`config.mk`:
```
export PLATFORM = sky130hd
export DESIGN_NAME = mp4_box_header_walker
export DESIGN_NICKNAME = d
export VERILOG_FILES = /design/src/rtl/core/mbhw_pkg.sv /design/src/rtl/core/mp4_box_header_walker.sv
export SDC_FILE = /design/constraint.sdc
export NUM_CORES = 1
export LEC_CHECK = 0
export BUFFER_PORTS_ARGS = -buffer_cell sky130_fd_sc_hd__buf_2
export CAP_MARGIN = 15
export CORE_MARGIN = 4
export CORE_UTILIZATION = 30
export DETAILED_ROUTE_END_ITERATION = 6
export PLACE_DENSITY = 0.47
export SLEW_MARGIN = 30
export SYNTH_ARGS = -nofsm -noshare
export SYNTH_HDL_FRONTEND = slang
export SYNTH_SLANG_ARGS = --single-unit
```
`constraint.sdc`:
```
create_clock -name clk -period 9.9 [get_ports clk]
set_input_delay 0 -clock clk [delete_from_list [all_inputs] [get_ports clk]]
set_output_delay 0 -clock clk [all_outputs]
set_load 0.01 [all_outputs]
```
`src/rtl/core/mbhw_pkg.sv`:
```
// ----------------------------------------------------------------------------
// mbhw_pkg
// Types and constants shared by the MP4 box header walker.
// ----------------------------------------------------------------------------
package mbhw_pkg;

  localparam int OFFSET_W = 48;
  localparam int WORD_W   = 32;

  localparam logic [WORD_W-1:0]   TYPE_MOOF = 32'h6D6F_6F66;
  localparam logic [WORD_W-1:0]   TYPE_TRAF = 32'h7472_6166;
  localparam logic [WORD_W-1:0]   TYPE_MDAT = 32'h6D64_6174;
  localparam logic [OFFSET_W-1:0] MIN_TAIL  = 48'd9;
  localparam logic [WORD_W-1:0]   HDR_LEN   = 32'd8;

  localparam logic [1:0] KIND_HEADER  = 2'd0;
  localparam logic [1:0] KIND_PAYLOAD = 2'd1;
  localparam logic [1:0] KIND_END     = 2'd2;

  typedef enum logic [1:0] {
    MODE_HEADER = 2'd0,
    MODE_MDAT   = 2'd1,
    MODE_SKIP   = 2'd2
  } walk_mode_t;

  typedef struct packed {
    logic [1:0]          kind;
    logic [WORD_W-1:0]   type_code;
    logic [WORD_W-1:0]   declared_size;
    logic [OFFSET_W-1:0] box_offset;
    logic [7:0]          payload_byte;
    logic                last_payload;
    logic                short_size;
  } result_t;

endpackage

```
`src/rtl/core/mp4_box_header_walker.sv`:
```
// ----------------------------------------------------------------------------
// mp4_box_header_walker
// Walks ISO BMFF box headers in a byte stream, one byte per clock.
// ----------------------------------------------------------------------------
// Takes one file byte per cycle and reports each 8-byte box header (size,
// type, offset), passes mdat payload bytes through with a last flag, descends
// into moof and traf, and skips the payload of every other box. Once a byte
// lands on a box boundary at or beyond total_length minus 9, one end request
// is issued and all later bytes are dropped. The walk logic sits between the
// input handshake and a two-deep result buffer, so a byte is taken every
// cycle while the buffer has room; a stalled consumer holds in_ready low only
// after two results are waiting. total_length must be written while the block
// is idle, a rule the block itself leaves to the user; a value below 9 turns the end test off.
module mp4_box_header_walker (
  input  logic                          clk,
  input  logic                          rst,
  input  logic                          cfg_valid,
  output logic                          cfg_ready,
  input  logic [mbhw_pkg::OFFSET_W-1:0] total_length,
  input  logic                          in_valid,
  output logic                          in_ready,
  input  logic [7:0]                    data_byte,
  output logic                          out_valid,
  input  logic                          out_ready,
  output logic [1:0]                    kind,
  output logic [mbhw_pkg::WORD_W-1:0]   type_code,
  output logic [mbhw_pkg::WORD_W-1:0]   declared_size,
  output logic [mbhw_pkg::OFFSET_W-1:0] box_offset,
  output logic [7:0]                    payload_byte,
  output logic                          last_payload,
  output logic                          short_size
);
  import mbhw_pkg::*;

  logic                tail_en;
  logic [OFFSET_W-1:0] tail_limit;
  logic [OFFSET_W-1:0] file_offset;
  logic [63:0]         header_bytes;
  logic [2:0]          header_count;
  logic [OFFSET_W-1:0] box_start;
  logic [WORD_W-1:0]   bytes_left;
  walk_mode_t          walk_mode;
  walk_mode_t          walk_mode_next;
  logic                finished;

  result_t             out_res;
  result_t             skid_res;
  logic                skid_valid;

  logic                accept;
  logic                step;
  logic                in_header;
  logic                end_hit;
  logic                hdr_done;
  logic [63:0]         hdr_shift;
  logic [WORD_W-1:0]   new_size;
  logic [WORD_W-1:0]   new_type;
  logic [WORD_W-1:0]   new_len;
  logic                res_valid;
  result_t             res;

  assign cfg_ready = 1'b1;
  assign in_ready  = !skid_valid;
  assign accept    = in_valid && in_ready;
  assign step      = accept && !finished;

  assign in_header = (walk_mode != MODE_MDAT) && (walk_mode != MODE_SKIP);
  assign end_hit   = in_header && (header_count == 3'd0) && tail_en &&
                     (file_offset >= tail_limit);
  assign hdr_done  = in_header && !end_hit && (header_count == 3'd7);
  assign hdr_shift = {header_bytes[55:0], data_byte};
  assign new_size  = hdr_shift[63:32];
  assign new_type  = hdr_shift[31:0];
  assign new_len   = new_size - HDR_LEN;

  always_comb begin
    walk_mode_next = walk_mode;
    unique case (walk_mode)
      MODE_MDAT, MODE_SKIP: begin
        if (bytes_left == 32'd1) walk_mode_next = MODE_HEADER;
      end
      default: begin
        if (hdr_done) begin
          if (new_type == TYPE_MOOF || new_type == TYPE_TRAF || new_len == '0) begin
            walk_mode_next = MODE_HEADER;
          end else if (new_type == TYPE_MDAT) begin
            walk_mode_next = MODE_MDAT;
          end else begin
            walk_mode_next = MODE_SKIP;
          end
        end
      end
    endcase
  end

  always_comb begin
    res_valid = 1'b0;
    res       = '0;
    if (walk_mode == MODE_MDAT) begin
      res_valid         = 1'b1;
      res.kind          = KIND_PAYLOAD;
      res.type_code     = header_bytes[31:0];
      res.declared_size = header_bytes[63:32];
      res.box_offset    = box_start;
      res.payload_byte  = data_byte;
      res.last_payload  = (bytes_left == 32'd1);
      res.short_size    = (header_bytes[63:32] < HDR_LEN);
    end else if (end_hit) begin
      res_valid      = 1'b1;
      res.kind       = KIND_END;
      res.box_offset = file_offset;
    end else if (hdr_done) begin
      res_valid         = 1'b1;
      res.kind          = KIND_HEADER;
      res.type_code     = new_type;
      res.declared_size = new_size;
      res.box_offset    = box_start;
      res.short_size    = (new_size < HDR_LEN);
    end
  end

  always_ff @(posedge clk) begin
    if (rst) begin
      tail_en      <= 1'b0;
      tail_limit   <= '0;
      file_offset  <= '0;
      header_bytes <= '0;
      header_count <= '0;
      box_start    <= '0;
      bytes_left   <= '0;
      walk_mode    <= MODE_HEADER;
      finished     <= 1'b0;
    end else begin
      if (cfg_valid) begin
        tail_en    <= (total_length >= MIN_TAIL);
        tail_limit <= total_length - MIN_TAIL;
      end
      if (step) begin
        walk_mode <= walk_mode_next;
        if (end_hit) begin
          finished <= 1'b1;
        end else begin
          file_offset <= file_offset + 48'd1;
          if (in_header) begin
            if (header_count == 3'd0) box_start <= file_offset;
            header_bytes <= hdr_shift;
            header_count <= header_count + 3'd1;
            if (hdr_done) bytes_left <= new_len;
          end else begin
            bytes_left <= bytes_left - 32'd1;
          end
        end
      end
    end
  end

  always_ff @(posedge clk) begin
    if (rst) begin
      out_valid  <= 1'b0;
      skid_valid <= 1'b0;
    end else if (out_valid && out_ready) begin
      if (skid_valid) begin
        out_res    <= skid_res;
        skid_valid <= 1'b0;
      end else if (step && res_valid) begin
        out_res <= res;
      end else begin
        out_valid <= 1'b0;
      end
    end else if (!out_valid) begin
      if (step && res_valid) begin
        out_res   <= res;
        out_valid <= 1'b1;
      end
    end else if (step && res_valid) begin
      skid_res   <= res;
      skid_valid <= 1'b1;
    end
  end

  assign kind          = out_res.kind;
  assign type_code     = out_res.type_code;
  assign declared_size = out_res.declared_size;
  assign box_offset    = out_res.box_offset;
  assign payload_byte  = out_res.payload_byte;
  assign last_payload  = out_res.last_payload;
  assign short_size    = out_res.short_size;

endmodule

```
==> results.toml, run 1 <==
[clocking]
clk-insertion-delay-late_ns = 0.62
htree_levels = 2
postCtsSetupRepairBufs = 0
clk_pin_slew_worst_paths_ns = 0.06
cts_hold_buffers = 117
post_cts_resized = 0
cts_tree = "yes"
cts_buffers = 55
clock-sinks = 497
cts_root_buf = "clkbuf_16"
clk_path_buf_depth = 3

[logic_synthesis]
syn_area_um2 = 24700
synthArstFlopShare_pct = 0
synth_top_flop_cell = "dfxtp_1"
ys_seq_elements = 497
syn_inst = 2735
seq_area_frac_synth_pct = 50.4
syn_nets = 2854
ys_warn_count = 0
synth-edff-count = 248
ys_types = 79
syn_area_per_cell_um2 = 9.01

[grt]
grt_start_max_net_pins = 98
grt-ovfl-total = 0
grt_pass1_vias = 19921
antenna_found_initial = 3
grt_usage_pct = 17.7
grt_pass1_wl_um = 123000

[cells_and_area]
areaGrowthSynthToFinish_pct = 19.2
regArea_um2 = 12400
fill_cells = 8237
drive_gt1_share_pct = 11.3
final_nets = 3010
finish.utilization_pct = 36.3
multi_input_area_um2 = 11200

[critical_path]
critPathSlowestCell = "buf_4"
path_max_fanout = 67
worstSetupEndpointType = "flip-flop"
worstSetupPathType = "reg2reg"
cpPeakStageDelay_ns = 0.74
crit_top_cell = "buf_4"
worstPathArrival_ns = 5.18
crit_required_ns = 10.38
cp-start-kind = "flip-flop"
path_cells = "inv_1, ha_1, nand2b_1, a2111oi_0, nor4_1, o41a_1, nor4_2, buf_4, and3_2, buf_4, a222oi_1, nand2_1"

[place]
dpl.hpwl_um = 50700
gp_congestion = 0.847
io_buffers = 186

[pwr]
leakagePower_nw = 10.8
finalPower_w = 0.00461
vdd_drop_max_mv = 0.143
pwr_density_cell_nw_per_um2 = 157

[die]
ioPinCount = 188
initial_core_util_pct = 30.5
std_cell_rows = 104
die_area_um2 = 86800
die_y_um = 295
die_w_um = 295
core_um2 = 80900

[timing]
setup_tns_ns = 0
whs_ns = 0.109
fin_crit_ns = 4.70
fmax_mhz = 213
rsz0062_at_grt = "no"
final-max-slew-violation-count = 0
fin_worst_skew_ns = 0.0248
worst_slew_margin_rel_pct = 37.9
setup_viol = 0
hold_viol_final = 0
min_period_over_period_pct = 47.5
tightest_slew_ns = 0.931

[job]
max_cap_viol_count = 0

[status]
violations = "design-rule violations"
outcome = "finished, violations left"

[drt]
drt-initial-drc-count = 1833
wl_per_cell_um = 19.8
first_pass_iters = 7
ant_nets = 0
post_drt_via_cell_ratio = 5.29
dr_total_vias = 21164
drc_errors = 1
routed_wl_um = 79200

[min_path]
holdCritPathClass = "in2reg"
## metal layers
metal	routed length, um	share of wire [%]	GRT usage (%)
met5	0	0	0
met4	1290	1.6	3.56
met3	4890	6.2	2.82
met2	35400	45	27.7
met1	37600	48	26.0
## sequential cells by signal, indices dropped and copies added, names as in the netlist
| register | flops |
|---|---|
| out_valid | 1 |
| box_offset | 48 |
| tail_limit | 48 |
| finished | 1 |
| header_bytes | 64 |
| type_code | 32 |
| file_offset | 48 |
| last_payload | 1 |
| skid_res | 124 |
| header_count | 3 |
| skid_valid | 1 |
| declared_size | 32 |
| bytes_left | 32 |
| walk_mode | 2 |
| box_start | 48 |
| kind | 2 |
| payload_byte | 8 |
| short_size | 1 |
| tail_en | 1 |
## where the power goes
part	internal [W]	switching, W
logic	0.000120	0.000184
clock network	0.00120	0.000867
registers	0.00220	0.0000374
total	0.00352	0.00109
## synth_stat cells (all sizes together) (41+ instances only)
master,instances,area [um^2]
xnor2,51,447
a21oi,179,896
nand2,534,2000
o21ai,191,956
nor3,59,332
inv,76,285
a22o,48,420
a222oi,64,641
or3,41,267
edfxtp,248,7450
clkbuf,203,767
dfxtp,249,4980
nand3,155,776
ha,58,726
a21o,50,375
nor2,163,612
## worst max-delay path, delay by kind of cell (launching register included)
family / cells / cell delay [ns]
compound gates: 3 / 1.26
fa+ha+maj: 1 / 0.27
buf+inv: 3 / 1.43
flops: 1 / 0.50
simple gates: 5 / 1.00
## worst paths after layout
path / from / endpoint / slack [ns] / cells after the start
max reg2reg: file_offset[0]$_SDFFE_PP0P_ / type_code[16]$_DFFE_PP_ / 5.20 / 12
min: in_valid / finished$_SDFFE_PP0P_ / 0.11 / 4
min reg2reg: box_start[35]$_SDFFE_PP0P_ / box_start[35]$_SDFFE_PP0P_ / 0.45 / 2
max: file_offset[0]$_SDFFE_PP0P_ / type_code[16]$_DFFE_PP_ / 5.20 / 12
## metrics by stage
stage	cell area, um^2	worst slack [ns]	instances
2_1_floorplan	24700	2.72	2735
5_1_grt	29400	4.91	3998
3_3_place_gp	26300	4.98	3773
6_report	29400	5.20	3999
3_5_place_dp	26400	5.25	3774
4_1_cts	29300	5.24	3994
## placed cells by master (no fill, tap or decap), types with 76 or more instances in the layout
| cell type | Yosys | routed |
|---|---|---|
| nand3_1 | 155 | 154 |
| inv_1 | 76 | 76 |
| dfxtp_1 | 249 | 249 |
| nand2_1 | 534 | 534 |
| a21oi_1 | 179 | 177 |
| o21ai_0 | 191 | 190 |
| buf_2 | 3 | 185 |
| dlygate4sd3_1 | 0 | 117 |
| edfxtp_1 | 248 | 248 |
| nor2_1 | 163 | 161 |
## cells by family after synthesis
family | share of synthesized area, %
XOR/XNOR | 3.02
AND/OR/NAND/NOR | 21.2
other | 0.0152
buffers and inverters | 4.79
flip-flops | 50.4
adder cells (fa/ha/maj) | 2.94
multiplexers | 0.132
AO/OA/AOI/OAI | 17.5
## cell type report
class | instances | share of cell area [%]
repair buffers | 332 | 8.17
inverters | 76 | 0.970
flip-flops and latches | 497 | 42.3
clock inverters | 17 | 0.749
multi-input cells | 1929 | 37.9
well taps | 1060 | 4.51
clock buffers | 86 | 5.35
diodes | 2 | 0.0170
Power figures use the tool's default switching activity.
==> run 2, diff against run 1 <==
==> constraint.sdc (replaced) <==
create_clock -name clk -period 4.8 [get_ports clk]
set_input_delay 0 -clock clk [delete_from_list [all_inputs] [get_ports clk]]
set_output_delay 0 -clock clk [all_outputs]
set_load 0.01 [all_outputs]
==> run 2 against run 1 <==
The flow now finishes without violations; first-iteration DRC count is 0.60% higher; cell count increased by 0.30%; via count up 0.66%; utilization up 0.19 points; critical path depth is the same; routed wire length increased by 1.5%; clock power grew 110%; register-to-register slack got worse by 4.5 ns; sequential share of layout area fell by 0.22 points; total power grew 110%; combinational power is 110% higher; sequential power rose by 110%; critical endpoint is now type_code[21]$_DFFE_PP_.
==> results.toml, run 2 (synthesized netlist as in run 1, its figures left out) <==
[status]
outcome = "completed"

[die]
die_area_um2 = 86800
core_um2 = 80900
std_cell_rows = 104
die_w_um = 295
ioPinCount = 188
initial_core_util_pct = 30.5
die_y_um = 295

[clocking]
clock-sinks = 497
htree_levels = 2
clk_pin_slew_worst_paths_ns = 0.06
cts_buffers = 55
cts_root_buf = "clkbuf_16"
clk_path_buf_depth = 3
cts_tree = "yes"
clk-insertion-delay-late_ns = 0.61

[grt]
grt_usage_pct = 18.1
grt_pass1_vias = 20487
grt_start_max_net_pins = 125
grt_pass1_wl_um = 125000
grt-ovfl-total = 0
antenna_found_initial = 2

[timing]
min_period_over_period_pct = 85.5
setup_viol = 0
tightest_slew_ns = 0.960
fin_worst_skew_ns = 0.0262
worst_slew_margin_rel_pct = 36.0
rsz0062_at_grt = "no"
fin_crit_ns = 4.10
final-max-slew-violation-count = 0
hold_viol_final = 0
setup_tns_ns = 0
fmax_mhz = 244
whs_ns = 0.179

[place]
gp_congestion = 0.834
dpl.hpwl_um = 51900
postPlaceCellArea_um2 = 26500
io_buffers = 186

[critical_path]
cp-start-kind = "flip-flop"
worstSetupEndpointType = "flip-flop"
cp_num_cells = 12
cpPeakStageDelay_ns = 0.70
crit_buf_inv = 3
path_max_fanout = 26
critPathSlowestCell = "a21o_2"
reg2reg_to = "type_code[21]$_DFFE_PP_"
path_delay_family = "compound AO/OA/AOI/OAI gates"
path_cells = "inv_1, ha_1, nand2b_1, a2111oi_0, nor4_1, o41a_1, nor3_1, a21o_2, buf_12, buf_4, nand3_1, nand2_1"
worstPathArrival_ns = 4.58
worstSetupPathType = "reg2reg"
crit_start = "file_offset[0]$_SDFFE_PP0P_"
endpoint = "type_code[21]$_DFFE_PP_"
r2r-start = "file_offset[0]$_SDFFE_PP0P_"
r2r_cells = 12
reg2reg_slack_ns = 0.70
crit_required_ns = 5.27

[drt]
first_pass_iters = 7
routed_wl_um = 80300
wl_per_cell_um = 20.0
drc_errors = 0
post_drt_via_cell_ratio = 5.31
ant_nets = 0
dr_total_vias = 21303
drt-initial-drc-count = 1844

[cells_and_area]
regMostFlops = "skid_res"
layout_common_cells = "nand2_1 (534), dfxtp_1 (249), edfxtp_1 (248)"
top_regs = "skid_res x124, header_bytes x64"
final_nets = 3023
final_cell_area_um2 = 29600
areaGrowthSynthToFinish_pct = 19.9
drive_gt1_share_pct = 11.7
layout_commonest_cell = "nand2_1"
largest_reg_flops = 124
finish.utilization_pct = 36.5

[min_path]
holdCritPathClass = "in2reg"

[job]
max_cap_viol_count = 0

[pwr]
pwr_density_cell_nw_per_um2 = 324
vdd_drop_max_mv = 0.223
leakagePower_nw = 10.9
## run 2: cell type report
cell class | count | area [um^2]
Antenna cell | 1 | 2.50
Sequential cell | 497 | 12400
Multi-Input combinational cell | 1929 | 11200
Fill cell | 8248 | 51400
Inverter | 76 | 285
Timing Repair Buffer | 345 | 2520
Clock inverter | 16 | 195
Clock buffer | 87 | 1640
Tap cell | 1060 | 1330
## run 2: timing repair
action	in CTS	in global routing
endpoints found under the setup margin	0	1
hold endpoints to repair	144	0
setup buffers	0	3
hold buffers	118	0
resized for setup	0	0
## run 2: power by group
group | internal, W | leakage [nW] | switching (W)
clock | 0.00256 | 0.894 | 0.00178
combinational | 0.000251 | 5.53 | 0.000382
sequential | 0.00454 | 4.51 | 0.0000784
## run 2: worst min path at each step
stage / startpoint / end / slack, ns / cells after the start
2_1_floorplan: total_length[0] / tail_limit[0]$_SDFFE_PP0P_ / 0.1 / 1
3_3_place_gp: total_length[0] / tail_limit[0]$_SDFFE_PP0P_ / 0.28 / 2
3_5_place_dp: out_ready / skid_valid$_SDFFE_PP0P_ / 0.30 / 2
4_1_cts: in_valid / finished$_SDFFE_PP0P_ / 0.14 / 4
5_1_grt: in_valid / finished$_SDFFE_PP0P_ / 0.20 / 4
6_report: in_valid / finished$_SDFFE_PP0P_ / 0.18 / 4
## run 2: tightest hold or removal path, cell delays in order
cell and delay (ns):
buf_2 0.11, and2_1 0.33, a21oi_1 0.24, nor2_1 0.05
## run 2: layer usage
layer	GRT usage, %	vias to the layer above	routed length, um
li1	-	10259	-
met1	26.8	10282	38900
met2	27.7	651	35200
met3	2.59	109	4520
met4	4.48	2	1740
met5	0	-	7
## run 2: metrics by stage
step           total power (W)  setup WS, ns  cells
3_5_place_dp           0.00527         0.685   3785
2_1_floorplan          0.00502         0.175   2735
6_report               0.00959         0.698   4011
4_1_cts                0.00972         0.323   4006
3_3_place_gp           0.00526         0.712   3785
5_1_grt                0.00995         0.323   4010
